==> src/sv/rps_pkg.sv <==
// Package for the payload chunk splitter: types, constants and codes.
`default_nettype none

package rps_pkg;

    localparam int MAX_PAYLOAD_BYTES = 1024;

    localparam int LEN_W   = 10;
    localparam int TS_W    = 32;
    localparam int TICK_W  = 16;
    localparam int MULT_W  = 4;
    localparam int SHIFT_W = 2;
    localparam int MODE_W  = 2;
    localparam int CNT_W   = 7;
    localparam int LIMIT_W = 14;
    localparam int IDX_W   = 3;
    localparam int WDATA_W = 16;

    // Payload length cap: buffer size minus one, never above the field range.
    localparam logic [LEN_W-1:0] LEN_CAP =
        (MAX_PAYLOAD_BYTES - 1 > 1023) ? LEN_W'(1023) : LEN_W'(MAX_PAYLOAD_BYTES - 1);

    localparam logic [LIMIT_W-1:0] SOFT_BASE     = LIMIT_W'(80);
    localparam logic [LEN_W-1:0]   MIN_FRAME     = LEN_W'(16);
    localparam logic [MULT_W-1:0]  MULT_DEFAULT  = MULT_W'(1);
    localparam logic [CNT_W-1:0]   MAX_CHUNKS    = CNT_W'(64);
    localparam logic [CNT_W-1:0]   SOFT_MAX_FULL = CNT_W'(63);

    // Split modes; the unused code behaves as no split
    localparam logic [MODE_W-1:0] MODE_NONE = 2'd0;
    localparam logic [MODE_W-1:0] MODE_SOFT = 2'd1;
    localparam logic [MODE_W-1:0] MODE_HARD = 2'd2;

    // Register indexes
    localparam logic [IDX_W-1:0] REG_SPLIT_MODE  = 3'd0;
    localparam logic [IDX_W-1:0] REG_FRAME_BYTES = 3'd1;
    localparam logic [IDX_W-1:0] REG_FRAME_TICKS = 3'd2;
    localparam logic [IDX_W-1:0] REG_SOFT_MULT   = 3'd3;
    localparam logic [IDX_W-1:0] REG_SOFT_SHIFT  = 3'd4;

    typedef struct packed {
        logic [MODE_W-1:0]  split_mode;
        logic [LEN_W-1:0]   frame_bytes;
        logic [TICK_W-1:0]  frame_ticks;
        logic [MULT_W-1:0]  soft_mult;
        logic [SHIFT_W-1:0] soft_shift;
    } cfg_t;

    typedef enum logic [1:0] {
        ST_IDLE,
        ST_HALVE,
        ST_EMIT
    } state_t;

    typedef struct packed {
        logic load;
        logic halve;
        logic round;
        logic emit_full;
        logic emit_rest;
    } cmd_t;

    typedef struct packed {
        logic soft_mode;
        logic halve_need;
        logic full_avail;
        logic full_last;
        logic rest_ok;
        logic out_busy;
    } stat_t;

endpackage

`default_nettype wire

==> src/sv/rps_ctrl.sv <==
// Controller state machine of the payload chunk splitter.
`default_nettype none

module rps_ctrl
    import rps_pkg::*;
(
    input  wire logic  aclk,
    input  wire logic  aresetn,
    input  wire logic  s_valid,
    output logic       s_ready,
    input  wire stat_t st,
    output cmd_t       cmd
);

    state_t state_reg;
    state_t state_next;

    always_ff @(posedge aclk) begin
        if (!aresetn) begin
            state_reg <= ST_IDLE;
        end else begin
            state_reg <= state_next;
        end
    end

    always_comb begin
        state_next = state_reg;
        unique case (state_reg)
            ST_IDLE: begin
                if (s_valid) begin
                    state_next = st.soft_mode ? ST_HALVE : ST_EMIT;
                end
            end
            ST_HALVE: begin
                if (!st.halve_need) begin
                    state_next = ST_EMIT;
                end
            end
            ST_EMIT: begin
                if (!st.out_busy) begin
                    if (st.full_avail) begin
                        if (st.full_last) begin
                            state_next = ST_IDLE;
                        end
                    end else begin
                        state_next = ST_IDLE;
                    end
                end
            end
            default: state_next = ST_IDLE;
        endcase
    end

    always_comb begin
        s_ready = 1'b0;
        cmd     = '0;
        unique case (state_reg)
            ST_IDLE: begin
                s_ready  = 1'b1;
                cmd.load = s_valid;
            end
            ST_HALVE: begin
                cmd.halve = st.halve_need;
                cmd.round = !st.halve_need;
            end
            ST_EMIT: begin
                if (!st.out_busy) begin
                    cmd.emit_full = st.full_avail;
                    cmd.emit_rest = !st.full_avail && st.rest_ok;
                end
            end
            default: begin
                s_ready = 1'b0;
            end
        endcase
    end

endmodule

`default_nettype wire

==> src/sv/rps_dp.sv <==
// Datapath of the payload chunk splitter: working registers and output register.
`default_nettype none

module rps_dp
    import rps_pkg::*;
(
    input  wire logic             aclk,
    input  wire logic             aresetn,
    input  wire cfg_t             cfg,
    input  wire cmd_t             cmd,
    output stat_t                 st,
    input  wire logic [LEN_W-1:0] s_payload_len,
    input  wire logic [TS_W-1:0]  s_timestamp,
    input  wire logic             s_starts_odd,
    output logic                  m_valid,
    input  wire logic             m_ready,
    output logic [LEN_W-1:0]      m_chunk_offset,
    output logic [LEN_W-1:0]      m_chunk_len,
    output logic [TS_W-1:0]       m_chunk_timestamp,
    output logic                  m_chunk_starts_odd,
    output logic                  m_last
);

    logic [LEN_W-1:0]   rem_reg;
    logic [LEN_W-1:0]   off_reg;
    logic [LEN_W-1:0]   size_reg;
    logic [TS_W-1:0]    ts_reg;
    logic               odd_reg;
    logic [CNT_W-1:0]   cnt_reg;
    logic [LIMIT_W-1:0] limit_reg;

    logic               m_valid_reg;
    logic [LEN_W-1:0]   m_off_reg;
    logic [LEN_W-1:0]   m_len_reg;
    logic [TS_W-1:0]    m_ts_reg;
    logic               m_odd_reg;
    logic               m_last_reg;

    logic               mode_soft;
    logic               mode_hard;
    logic [LEN_W-1:0]   fb_eff;
    logic [MULT_W-1:0]  mult_eff;
    logic [LIMIT_W-1:0] limit_calc;
    logic [LEN_W-1:0]   len_sat;
    logic [LEN_W:0]     size_x2;
    logic               soft_full;
    logic               hard_full;
    logic [LEN_W-1:0]   chunk_sz;
    logic [TS_W-1:0]    ts_step;
    logic [LEN_W-1:0]   size_round;

    always_comb begin
        mode_soft  = (cfg.split_mode == MODE_SOFT);
        mode_hard  = (cfg.split_mode == MODE_HARD);
        fb_eff     = (cfg.frame_bytes < MIN_FRAME) ? MIN_FRAME : cfg.frame_bytes;
        mult_eff   = (cfg.soft_mult == '0) ? MULT_DEFAULT : cfg.soft_mult;
        limit_calc = (SOFT_BASE << cfg.soft_shift) * LIMIT_W'(mult_eff);
        len_sat    = (s_payload_len > LEN_CAP) ? LEN_CAP : s_payload_len;
        size_x2    = {size_reg, 1'b0};
        size_round = (size_reg > LEN_W'(1)) ? {size_reg[LEN_W-1:1], 1'b0} : size_reg;

        soft_full = (size_reg != '0) && ({1'b0, rem_reg} >= size_x2)
                    && (cnt_reg < SOFT_MAX_FULL);
        hard_full = (rem_reg >= fb_eff) && (cnt_reg < MAX_CHUNKS);

        chunk_sz = mode_hard ? fb_eff : size_reg;
        ts_step  = mode_hard ? TS_W'(cfg.frame_ticks) : TS_W'(size_x2 >> cfg.soft_shift);

        st.soft_mode  = mode_soft;
        st.halve_need = ({{(LIMIT_W-LEN_W){1'b0}}, size_reg} >= limit_reg);
        st.full_avail = mode_soft ? soft_full : (mode_hard ? hard_full : 1'b0);
        st.full_last  = mode_hard && (rem_reg == fb_eff);
        st.rest_ok    = mode_hard ? ((rem_reg != '0) && (cnt_reg < MAX_CHUNKS)) : 1'b1;
        st.out_busy   = m_valid_reg && !m_ready;
    end

    // Working registers
    always_ff @(posedge aclk) begin
        if (cmd.load) begin
            rem_reg   <= len_sat;
            size_reg  <= len_sat;
            off_reg   <= '0;
            ts_reg    <= s_timestamp;
            odd_reg   <= s_starts_odd;
            cnt_reg   <= '0;
            limit_reg <= limit_calc;
        end else if (cmd.halve) begin
            size_reg <= size_reg >> 1;
        end else if (cmd.round) begin
            size_reg <= size_round;
        end else if (cmd.emit_full) begin
            rem_reg <= rem_reg - chunk_sz;
            off_reg <= off_reg + chunk_sz;
            ts_reg  <= ts_reg + ts_step;
            odd_reg <= odd_reg ^ chunk_sz[0];
            cnt_reg <= cnt_reg + CNT_W'(1);
        end
    end

    // Output register
    always_ff @(posedge aclk) begin
        if (!aresetn) begin
            m_valid_reg <= 1'b0;
        end else if (cmd.emit_full || cmd.emit_rest) begin
            m_valid_reg <= 1'b1;
        end else if (m_ready) begin
            m_valid_reg <= 1'b0;
        end
    end

    always_ff @(posedge aclk) begin
        if (cmd.emit_full) begin
            m_off_reg  <= off_reg;
            m_len_reg  <= chunk_sz;
            m_ts_reg   <= ts_reg;
            m_odd_reg  <= odd_reg;
            m_last_reg <= st.full_last;
        end else if (cmd.emit_rest) begin
            m_off_reg  <= off_reg;
            m_len_reg  <= rem_reg;
            m_ts_reg   <= ts_reg;
            m_odd_reg  <= odd_reg;
            m_last_reg <= 1'b1;
        end
    end

    assign m_valid            = m_valid_reg;
    assign m_chunk_offset     = m_off_reg;
    assign m_chunk_len        = m_len_reg;
    assign m_chunk_timestamp  = m_ts_reg;
    assign m_chunk_starts_odd = m_odd_reg;
    assign m_last             = m_last_reg;

`ifndef SYNTHESIS
    a_one_emit: assert property (@(posedge aclk) disable iff (!aresetn)
        !(cmd.emit_full && cmd.emit_rest))
        else $error("full and rest chunk issued together");

    a_no_overwrite: assert property (@(posedge aclk) disable iff (!aresetn)
        (cmd.emit_full || cmd.emit_rest) |-> !(m_valid_reg && !m_ready))
        else $error("output register overwritten while stalled");

    a_span_kept: assert property (@(posedge aclk) disable iff (!aresetn)
        cmd.emit_full |=> ({1'b0, off_reg} + {1'b0, rem_reg})
                          == $past({1'b0, off_reg} + {1'b0, rem_reg}))
        else $error("offset plus remainder changed by a full chunk");

    a_cnt_bound: assert property (@(posedge aclk) disable iff (!aresetn)
        cmd.emit_full |-> (cnt_reg < MAX_CHUNKS))
        else $error("chunk count beyond limit");
`endif

endmodule

`default_nettype wire

==> src/sv/rtp_payload_chunk_splitter.sv <==
// Top level of the payload chunk splitter: register file, controller and datapath.
//
//  channel  direction  handshake          payload
//  s_       in         s_valid / s_ready  payload_len, timestamp, starts_odd
//  m_       out        m_valid / m_ready  chunk_offset, chunk_len, chunk_timestamp,
//                                         chunk_starts_odd, last
//  cfg_     in         cfg_wr_en          cfg_index, cfg_wdata (write only)
//
// One packet at a time. The block accepts a packet, then in soft mode halves the
// size until it is below the limit and rounds it down to even, then emits the
// chunks in turn; an empty packet in hard mode emits nothing.
// Chunks leave through a single output register; m_ready low holds the chunk
// sequencer. A new packet is accepted while the last chunk still waits in it.
// Reset (aresetn low, synchronous) returns to idle, empties the output register
// and loads the register defaults.
`default_nettype none

module rtp_payload_chunk_splitter
    import rps_pkg::*;
(
    input  wire logic               aclk,
    input  wire logic               aresetn,
    // configuration writes
    input  wire logic               cfg_wr_en,
    input  wire logic [IDX_W-1:0]   cfg_index,
    input  wire logic [WDATA_W-1:0] cfg_wdata,
    // packet descriptor in
    input  wire logic               s_valid,
    output logic                    s_ready,
    input  wire logic [LEN_W-1:0]   s_payload_len,
    input  wire logic [TS_W-1:0]    s_timestamp,
    input  wire logic               s_starts_odd,
    // chunk descriptor out
    output logic                    m_valid,
    input  wire logic               m_ready,
    output logic [LEN_W-1:0]        m_chunk_offset,
    output logic [LEN_W-1:0]        m_chunk_len,
    output logic [TS_W-1:0]         m_chunk_timestamp,
    output logic                    m_chunk_starts_odd,
    output logic                    m_last
);

    cfg_t  cfg_reg;
    cmd_t  cmd;
    stat_t st;

    // Register file; writes to unknown indexes are dropped
    always_ff @(posedge aclk) begin
        if (!aresetn) begin
            cfg_reg.split_mode  <= MODE_NONE;
            cfg_reg.frame_bytes <= MIN_FRAME;
            cfg_reg.frame_ticks <= '0;
            cfg_reg.soft_mult   <= MULT_DEFAULT;
            cfg_reg.soft_shift  <= '0;
        end else if (cfg_wr_en) begin
            unique case (cfg_index)
                REG_SPLIT_MODE:  cfg_reg.split_mode  <= cfg_wdata[MODE_W-1:0];
                REG_FRAME_BYTES: cfg_reg.frame_bytes <= cfg_wdata[LEN_W-1:0];
                REG_FRAME_TICKS: cfg_reg.frame_ticks <= cfg_wdata[TICK_W-1:0];
                REG_SOFT_MULT:   cfg_reg.soft_mult   <= cfg_wdata[MULT_W-1:0];
                REG_SOFT_SHIFT:  cfg_reg.soft_shift  <= cfg_wdata[SHIFT_W-1:0];
                default: ;
            endcase
        end
    end

    // Sequencer: accept, halve/round the soft size, then one chunk per transfer slot
    rps_ctrl u_ctrl (
        .aclk    (aclk),
        .aresetn (aresetn),
        .s_valid (s_valid),
        .s_ready (s_ready),
        .st      (st),
        .cmd     (cmd)
    );

    // Offset, remainder, timestamp and parity tracking plus output register
    rps_dp u_dp (
        .aclk               (aclk),
        .aresetn            (aresetn),
        .cfg                (cfg_reg),
        .cmd                (cmd),
        .st                 (st),
        .s_payload_len      (s_payload_len),
        .s_timestamp        (s_timestamp),
        .s_starts_odd       (s_starts_odd),
        .m_valid            (m_valid),
        .m_ready            (m_ready),
        .m_chunk_offset     (m_chunk_offset),
        .m_chunk_len        (m_chunk_len),
        .m_chunk_timestamp  (m_chunk_timestamp),
        .m_chunk_starts_odd (m_chunk_starts_odd),
        .m_last             (m_last)
    );

endmodule

`default_nettype wire

==> config.mk <==
export PLATFORM = sky130hd
export DESIGN_NAME = rtp_payload_chunk_splitter
export DESIGN_NICKNAME = d
export VERILOG_FILES = /design/src/sv/rps_pkg.sv /design/src/sv/rps_ctrl.sv /design/src/sv/rps_dp.sv /design/src/sv/rtp_payload_chunk_splitter.sv
export SDC_FILE = /design/constraint.sdc
export NUM_CORES = 1
export LEC_CHECK = 0
export ABC_AREA = 1
export BUFFER_PORTS_ARGS = -buffer_cell sky130_fd_sc_hd__buf_2
export CAP_MARGIN = 10
export CORE_ASPECT_RATIO = 0.7
export CORE_MARGIN = 2
export CORE_UTILIZATION = 53
export DETAILED_ROUTE_END_ITERATION = 7
export PLACE_DENSITY = 0.74
export SLEW_MARGIN = 25
export SYNTH_ARGS = -nofsm -noshare
export SYNTH_HDL_FRONTEND = slang
export SYNTH_SLANG_ARGS = --single-unit
export TNS_END_PERCENT = 50
==> constraint.sdc <==
create_clock -name aclk -period 3.8 [get_ports aclk]
set_clock_uncertainty 0.2 [all_clocks]
set_input_delay 1.14 -clock aclk [delete_from_list [all_inputs] [get_ports aclk]]
set_output_delay 1.14 -clock aclk [all_outputs]
set_load 0.05 [all_outputs]
==> results of run 1 <==
==> cells by family after synthesis <==
group | count (synthesis) | synth area share [%]
AND/OR/NAND/NOR | 626 | 24.7
AO/OA/AOI/OAI | 221 | 11.3
buffers and inverters | 208 | 7.69
flip-flops | 171 | 43.5
adder cells (fa/ha/maj) | 85 | 10.8
XOR/XNOR | 24 | 1.99
==> layout make-up <==
cell class / count / area, sq um / share of cell area [%]
sequential: 171 / 4590 / 38.2
tap: 270 / 338 / 2.81
inverter: 175 / 662 / 5.51
multi-input combinational: 956 / 5150 / 42.9
clock buffer: 17 / 425 / 3.54
timing repair buffer: 133 / 693 / 5.77
clock inverter: 15 / 153 / 1.27
==> layout by cell type (no fill, tap or decap), types with 4 or more instances in the layout <==
| master | synthesis | final |
|---|---|---|
| or2_2 | 8 | 8 |
| a21oi_1 | 70 | 70 |
| o21ai_0 | 102 | 102 |
| a21o_1 | 5 | 5 |
| nand3_1 | 79 | 79 |
| inv_8 | 0 | 6 |
| clkbuf_16 | 0 | 17 |
| o22ai_1 | 7 | 7 |
| nand4_1 | 12 | 12 |
| inv_1 | 173 | 172 |
| nand3b_1 | 4 | 4 |
| o21ai_1 | 10 | 10 |
| nor3_1 | 13 | 13 |
| nand2_1 | 353 | 352 |
| xor2_1 | 17 | 17 |
| edfxtp_1 | 117 | 117 |
| buf_4 | 0 | 11 |
| a21boi_0 | 5 | 5 |
| inv_6 | 1 | 4 |
| nor2_1 | 140 | 140 |
| fa_1 | 10 | 10 |
| xnor2_1 | 7 | 7 |
| ha_1 | 75 | 75 |
| o21bai_1 | 4 | 4 |
| buf_2 | 9 | 122 |
| dfxtp_1 | 54 | 54 |
| o211ai_1 | 8 | 8 |
==> metal layers <==
metal	vias up	GRT usage (%)	wire length (microns)
li1	4652	-	-
met1	4207	43.0	13700
met2	450	36.0	10500
met3	26	7.43	3100
met4	0	4.98	265
met5	-	1.39	0
==> worst register-to-register path, cell delays in order, from the launching register on <==
cell and delay (ps):
dfxtp_1 560, inv_1 160, nor2_1 290, nand2_1 110, nand3_1 130, ha_1 200
inv_1 60, fa_1 450, o21ai_2 220, nand4_1 130, nand3_1 210, nand2_1 110
nand2_1 150, nand3_1 90, nand3_1 90, nand2_1 60
==> through the flow <==
step           worst slack (ps)  instances  hold slack [ps]  util [%]  area [sq um]
6_report                    358       1737              264      61.2         12000
3_3_place_gp                482       1705              251      58.2         11400
3_5_place_dp                389       1705              254      58.2         11400
2_1_floorplan               401       1335              225         -         10600
5_1_grt                    72.3       1737              290      61.2         12000
4_1_cts                     358       1737              270      61.2         12000
==> power by group <==
part	internal (W)	leakage (nW)	total (W)	switching, W
Clock	0.000877	0.275	0.00172	0.000839
Combinational	0.000569	3.83	0.00187	0.00130
Sequential	0.00231	1.55	0.00251	0.000194
Total	0.00376	5.65	0.00609	0.00233
==> path summary, 6_finish.rpt <==
| check | endpoint | start | slack (ps) | cells past startpoint |
|---|---|---|---|---|
| worst max-delay path | u_dp.ts_reg[20] | cfg_reg[1] | 360 | 15 |
| worst min-delay path | u_dp.m_chunk_timestamp[14] | u_dp.ts_reg[14] | 260 | 0 |
| worst max register to register | u_dp.ts_reg[20] | cfg_reg[1] | 360 | 15 |
| worst min register to register | u_dp.m_chunk_timestamp[14] | u_dp.ts_reg[14] | 260 | 0 |
==> impl_results.md, run 1 <==
- Vias per cell: 5.37
- Vias in the first global route: 8483
- Grt ovf: 0
- Worst Setup Start Kind: flip-flop
- Synth Instances: 1335
- Overall power: 0.00609 W
- Die area: 0.0211 sq mm
- Total GRT Usage: 27.0%
- DP Wirelength: 21100 microns
- CTS tree: yes
- Worst endpoint required time: 3800 ps
- Fmax: 0.291 GHz
- Final Net Count: 1606
- CP endpoint kind: flip-flop
- Final wirelength: 27500 microns
- Max stage delay on crit path: 560 ps
- Measured slew at the worst slew-check pin: 796 ps
- Async set or reset register ratio after synthesis: 0%
- Leakage: 5.65 nW
- Slew margin rel.: 46.9%
- Slew Limit Fails: 0
- Sequential-to-total area share from yosys stat: 43.5%
- Share of post-route cells with drive strength above 1: 12.8%
- Final Wtd Congestion: 1.00
- Commonest cells in the netlist: nand2_1 (353), inv_1 (173), nor2_1 (140)
- Top cells by area, synth: edfxtp_1 (33%), nand2_1 (13%), dfxtp_1 (10%)
- Die width: 173 microns
- HP Class: flip-flop to flip-flop
- Final hold violations: 0
- # hold bufs at CTS: 0
- Number of flops mapped to enable cells by yosys: 117
- Yosys cell types: 43
- FP Rows: 43
- Syn_nets: 1487
- Predominant post-synthesis flop cell: edfxtp_1
- Area leader, netlist: edfxtp_1
- Antenna cells: 0
- Setup CP Type: flip-flop to flip-flop
- Max cap viols: 0
- Die Span Y: 122 microns
- Clk sinks: 171
- Avg Cell Area, Syn: 7.90 sq um
- TritonRoute pass-1 iters: 6
- Max IR drop VDD: 0.000376 V
- Core ar.: 0.0196 sq mm
- Clk slew on worst S/H paths: 70 ps
- Worst Path Arrival: 3440 ps
- Worst-Skew Late Latency: 440 ps
- Final period util: 90.6%
- Setup TNS: 0 ps
- Number of synthesized register bits: 171
- Top-count cell post-synth: nand2_1
- Clock root cell: clkbuf_16
- Maximum root-to-sink buffer count: 2
- Num ports: 123
- Setup bufs post-CTS: 0
- Largest net degree at the start of global routing: 72
- H-tree depth: 4
- Final setup violation count: 0
- PD cells: 507 mW/mm^2
- Port Buffers: 122
- Yosys warns: 0
- CTS Buf Count: 17
- Post-cts repair resize count: 0
- Initial antenna violation count: 0
- First-pass GRT wire length: 44500 microns
- Crit path cell chain: inv_1 > nor2_1 > nand2_1 > nand3_1 > ha_1 > inv_1 > fa_1 > o21ai_2 > nand4_1 > nand3_1 > nand2_1 > nand2_1 > nand3_1 > nand3_1 > nand2_1
- Antenna Nets Post-Route: 0
- Drt wl/cell: 15.8 microns
- Unrepaired setup endpoints after global routing: false
- # DRC: 0
- Fin crit period: 3440 ps
- CP max FO: 11
- Starting density of the core: 53.7%
- Max reg flops: 34
- Netlist Area Pre-Place: 0.0106 sq mm
- Buf/Inv on CP: 2
- Iteration-0 DRC Markers: 1113
- Fill cells: 1738
- Yosys top cell area share: 33.3%
- Via Count: 9335
- CP top delay family: simple AND/OR/NAND/NOR gates
- Area delta synth->final: 13.8%
- Status: finished, final reports clean
- Crit path max-delay cell type: dfxtp_1
No activity file was read; power rests on OpenSTA's default activity.
==> run 2: changes to the inputs <==
--- a/config.mk
+++ b/config.mk
@@ -12,7 +12,8 @@
 export CORE_MARGIN = 2
 export CORE_UTILIZATION = 53
 export DETAILED_ROUTE_END_ITERATION = 7
-export PLACE_DENSITY = 0.74
+export PLACE_DENSITY = 0.73
+export REMOVE_ABC_BUFFERS = 1
 export SLEW_MARGIN = 25
 export SYNTH_ARGS = -nofsm -noshare
 export SYNTH_HDL_FRONTEND = slang
==> run 2 against run 1 <==
Net effect: wire length decreased by 1.1%; final cell count about the same; utilization increased by 0.20 points; maximum frequency increased by 1.1%; worst hold slack got worse by 14 ps; via count decreased by 0.15%; clock power about the same; critical endpoint is now u_dp.limit_reg[12]; sequential cell count unchanged; total power decreased by 0.65%; count of clock-buffer cells in the layout increased by 4; cell area increased by 0.33%.
==> impl_results.md, run 2 (synthesized netlist as in run 1, its figures left out) <==
- CP endpoint kind: flip-flop
- CTS tree: yes
- Slew margin rel.: 51.5%
- Initial antenna violation count: 0
- Grt ovf: 0
- Post-cts repair resize count: 0
- Met2 WL: 11100 microns
- Measured slew at the worst slew-check pin: 721 ps
- Setup CP Type: flip-flop to flip-flop
- DP Wirelength: 20500 microns
- Port Buffers: 122
- M1 WL: 13300 microns
- # hold bufs at CTS: 0
- Maximum root-to-sink buffer count: 2
- Num ports: 123
- H-tree depth: 4
- TritonRoute pass-1 iters: 7
- Final wirelength: 27200 microns
- Largest net degree at the start of global routing: 72
- CTS Buf Count: 17
- Starting density of the core: 53.7%
- Most common cell after layout, fill and taps aside: nand2_1
- Area delta synth->final: 14.2%
- Max cap viols: 0
- Fmax: 0.294 GHz
- Final setup violation count: 0
- Worst-Skew Late Latency: 430 ps
- Clock root cell: clkbuf_16
- Antenna Nets Post-Route: 0
- Worst Setup Start Kind: flip-flop
- Final Net Count: 1607
- # DRC: 0
- DR top layer: met4
- Core ar.: 0.0196 sq mm
- Leakage: 5.67 nW
- FP Rows: 43
- Slew Limit Fails: 0
- PD cells: 502 mW/mm^2
- Post-layout util: 61.4%
- Setup TNS: 0 ps
- Die Span Y: 122 microns
- Total GRT Usage: 26.2%
- Iteration-0 DRC Markers: 816
- Status: finished, final reports clean
- CP max FO: 7
- Overall power: 0.00605 W
- Worst Path Arrival: 3390 ps
- Met3 Wirelength: 2340 microns
- Worst endpoint required time: 3780 ps
- Max IR drop VDD: 0.000408 V
- Fin crit period: 3400 ps
- Vias in the first global route: 8285
- Clk sinks: 171
- HP Class: flip-flop to flip-flop
- Final period util: 89.5%
- Share of post-route cells with drive strength above 1: 12.9%
- Final Wtd Congestion: 0.976
- Final hold violations: 0
- Die area: 0.0211 sq mm
- Antenna cells: 0
- Die width: 173 microns
- Vias per cell: 5.36
- First-pass GRT wire length: 43100 microns
- WHS: 250 ps
- Via Count: 9321
- Unrepaired setup endpoints after global routing: false
- Clk slew on worst S/H paths: 70 ps
- Max reg flops: 34
- Drt wl/cell: 15.6 microns
- Setup bufs post-CTS: 0
- Most frequent cells in the layout: nand2_1 (352), inv_1 (172), nor2_1 (140)
run 2: worst paths after layout:
kind | slack (ps) | cells after the start | from | to
max | 400 | 13 | cfg_reg[0] | u_dp.limit_reg[12]
min | 250 | 2 | cfg_reg[7] | cfg_reg[7]
max reg2reg | 400 | 13 | cfg_reg[0] | u_dp.limit_reg[12]
min reg2reg | 250 | 2 | cfg_reg[7] | cfg_reg[7]
run 2: layer usage:
layer  track usage [%]  up-vias
met5                 0        -
met3              4.93       37
met2              39.4      394
met1              39.2     4234
li1                  -     4656
met4              6.30        0
run 2: worst max-delay path: stages (launching register included):
cell and delay [ps]:
dfxtp_1 350, inv_1 110, nor2_1 220, nand2_1 130, fa_1 540, inv_1 50
fa_1 420, ha_1 360, a21oi_1 170, inv_1 60, a31oi_1 200, o21ai_0 110
a21oi_1 160, xnor2_1 80
run 2: per-stage QoR:
step                      worst slack (ps)  instances  area [sq um]
after floorplan                       -501       1302         10400
after global placement                 492       1706         11500
after detailed placement               401       1706         11500
after CTS                              392       1738         12100
after global routing                   147       1738         12100
final                                  397       1738         12100
run 2: power by group:
part | internal, W | total (W) | switching [W]
clock network | 0.000933 | 0.00169 | 0.000754
logic | 0.000578 | 0.00185 | 0.00128
registers | 0.00231 | 0.00251 | 0.000195
total | 0.00382 | 0.00605 | 0.00222
run 2: area by class of cell:
cell class	count	area, sq um
clock buffers	21	492
clock inverters	11	81.3
fillers	1746	7580
inverters	175	662
multi-input cells	956	5150
flip-flops and latches	171	4590
well taps	270	338
repair buffers	134	738
==> run 3: changes to the inputs <==
--- a/config.mk
+++ b/config.mk
@@ -7,12 +7,11 @@
 export LEC_CHECK = 0
 export ABC_AREA = 1
 export BUFFER_PORTS_ARGS = -buffer_cell sky130_fd_sc_hd__buf_2
-export CAP_MARGIN = 10
+export CAP_MARGIN = 20
 export CORE_ASPECT_RATIO = 0.7
 export CORE_MARGIN = 2
-export CORE_UTILIZATION = 53
+export CORE_UTILIZATION = 30
 export DETAILED_ROUTE_END_ITERATION = 7
-export PLACE_DENSITY = 0.73
 export REMOVE_ABC_BUFFERS = 1
 export SLEW_MARGIN = 25
 export SYNTH_ARGS = -nofsm -noshare
==> run 3 against run 2 <==
Net effect: setup slack lost 120 ps; die area grew 74%; total power grew 1.1%; sequential power is essentially flat; first-iteration DRC count grew 3.9%; clock power grew 4%; cell area grew 2.1%; combinational power is essentially flat; critical path depth is the same; largest cell class unchanged.
==> impl_results.md, run 3 (synthesized netlist as in run 1, its figures left out) <==
- Status: finished, final reports clean
- Final wirelength: 29900 microns
- P_int: 0.00382 W
- CTS Buf Count: 17
- Post-cts repair resize count: 0
- CP endpoint kind: flip-flop
- WHS: 256 ps
- Setup CP Type: flip-flop to flip-flop
- Slew Limit Fails: 0
- Maximum root-to-sink buffer count: 2
- Design area: 0.0123 sq mm
- Leakage: 5.68 nW
- Most common cell after layout, fill and taps aside: nand2_1
- DP Wirelength: 23200 microns
- Most frequent cells in the layout: nand2_1 (352), inv_1 (172), nor2_1 (140)
- Die area: 0.0367 sq mm
- Max IR drop VDD: 0.000320 V
- Register area: 0.00459 sq mm
- H-tree depth: 4
- Area delta synth->final: 16.6%
- Clock root cell: clkbuf_16
- Worst endpoint required time: 3810 ps
- Starting density of the core: 30.4%
- Vias per cell: 4.74
- PD cells: 497 mW/mm^2
- Cell area after placement: 0.0117 sq mm
- HP Class: flip-flop to flip-flop
- Switching power: 0.00229 W
- # hold bufs at CTS: 0
- Worst Setup SP: cfg_reg[0]
- Final Net Count: 1607
- Fill cells: 3623
- Clock share of power: 28.6%
- Reg2reg start: cfg_reg[0]
- Drt wl/cell: 15.4 microns
- Setup bufs post-CTS: 0
- Max cap viols: 0
- Iteration-0 DRC Markers: 848
- Measured slew at the worst slew-check pin: 738 ps
- Total GRT Usage: 16.4%
- First-pass GRT wire length: 46300 microns
- Worst reg2reg endpoint: u_dp.limit_reg[12]
- Sw Share: 37.5%
- R2R setup slack: 270 ps
- Num ports: 123
- Final hold violations: 0
- Worst Setup Start Kind: flip-flop
- Max reg flops: 34
- Grt ovf: 0
- # DRC: 0
- Clk sinks: 171
- Vias in the first global route: 8380
- Share of post-route cells with drive strength above 1: 12.8%
- Final setup violation count: 0
- Combinational power share: 30.5%
- Antenna Nets Post-Route: 0
- CP max FO: 7
- Multi-input gate area: 0.00515 sq mm
- Via Count: 9199
- Fin crit period: 3530 ps
- Die Span Y: 161 microns
- Largest net degree at the start of global routing: 72
- Unrepaired setup endpoints after global routing: false
- Seq pwr share: 40.9%
- TritonRoute pass-1 iters: 6
- Final period util: 92.8%
- Port Buffers: 122
- Die width: 228 microns
- R2R depth: 13
- CTS tree: yes
- Initial antenna violation count: 0
- Final Wtd Congestion: 0.970
- Core ar.: 0.0347 sq mm
- Worst Path Arrival: 3540 ps
- Slew margin rel.: 50.2%
- Antenna cells: 0
- Clk slew on worst S/H paths: 80 ps
- Fmax: 0.284 GHz
- Crit path to: u_dp.limit_reg[12]
- Worst-Skew Late Latency: 460 ps
- FP Rows: 57
## run 3: cell types whose count changed in the layout (fill, tap and decap cells not counted), moves of 2 or more
cell        change
clkbuf_8        -3
inv_4           +2
inv_8           +2
clkbuf_1        +2
clkinvlp_4      -2
## run 3: power by group through the flow
stage | clock [W] | combinational (W) | sequential, W
after floorplan | 0 | 0.00110 | 0.00271
after global placement | 0 | 0.00184 | 0.00254
after detailed placement | 0 | 0.00186 | 0.00254
after CTS | 0.00178 | 0.00187 | 0.00250
after global routing | 0.00185 | 0.00210 | 0.00252
final | 0.00175 | 0.00187 | 0.00250
## run 3: worst min path at each step
stage	cells after the start	from	slack (ps)	endpoint
CTS	2	cfg_reg[7]	260	cfg_reg[7]
floorplan	2	cfg_reg[7]	220	cfg_reg[7]
global route	2	cfg_reg[7]	280	cfg_reg[7]
finish	2	cfg_reg[20]	260	cfg_reg[20]
detailed placement	2	cfg_reg[7]	240	cfg_reg[7]
global placement	2	cfg_reg[20]	240	cfg_reg[20]
## run 3: through the flow
step / util (%) / setup WS (ps) / TNS [ps] / instances / total power, W
after floorplan: - / -501 / -21520 / 1302 / 0.00381
after global placement: 33.9 / 428 / 0 / 1908 / 0.00438
after detailed placement: 33.9 / 291 / 0 / 1908 / 0.00440
after CTS: 35.5 / 282 / 0 / 1940 / 0.00615
after global routing: 35.5 / 36.8 / 0 / 1940 / 0.00648
final: 35.5 / 275 / 0 / 1940 / 0.00612
## run 3: final cells by class
cell class / instances / share of cell area [%]
well taps: 472 / 4.80
inverters: 175 / 5.38
clock buffers: 21 / 3.92
clock inverters: 11 / 0.752
repair buffers: 134 / 6.00
flip-flops and latches: 171 / 37.3
multi-input cells: 956 / 41.8
## run 3: worst max-delay path: stages, from the launching register on
cell and delay, ps:
dfxtp_1 350, inv_1 110, nor2_1 240, nand2_1 120
fa_1 560, inv_1 60, fa_1 410, ha_1 360
a21oi_1 170, inv_1 70, a31oi_1 250, o21ai_0 130
a21oi_1 160, xnor2_1 90
## run 3: per-layer routing
metal / vias up / GRT usage [%] / share of wire (%)
met2: 295 / 24.4 / 42
met1: 4222 / 24.0 / 50
met3: 33 / 3.69 / 6.6
met5: - / 0 / 0
li1: 4649 / - / -
met4: 0 / 3.95 / 1.6
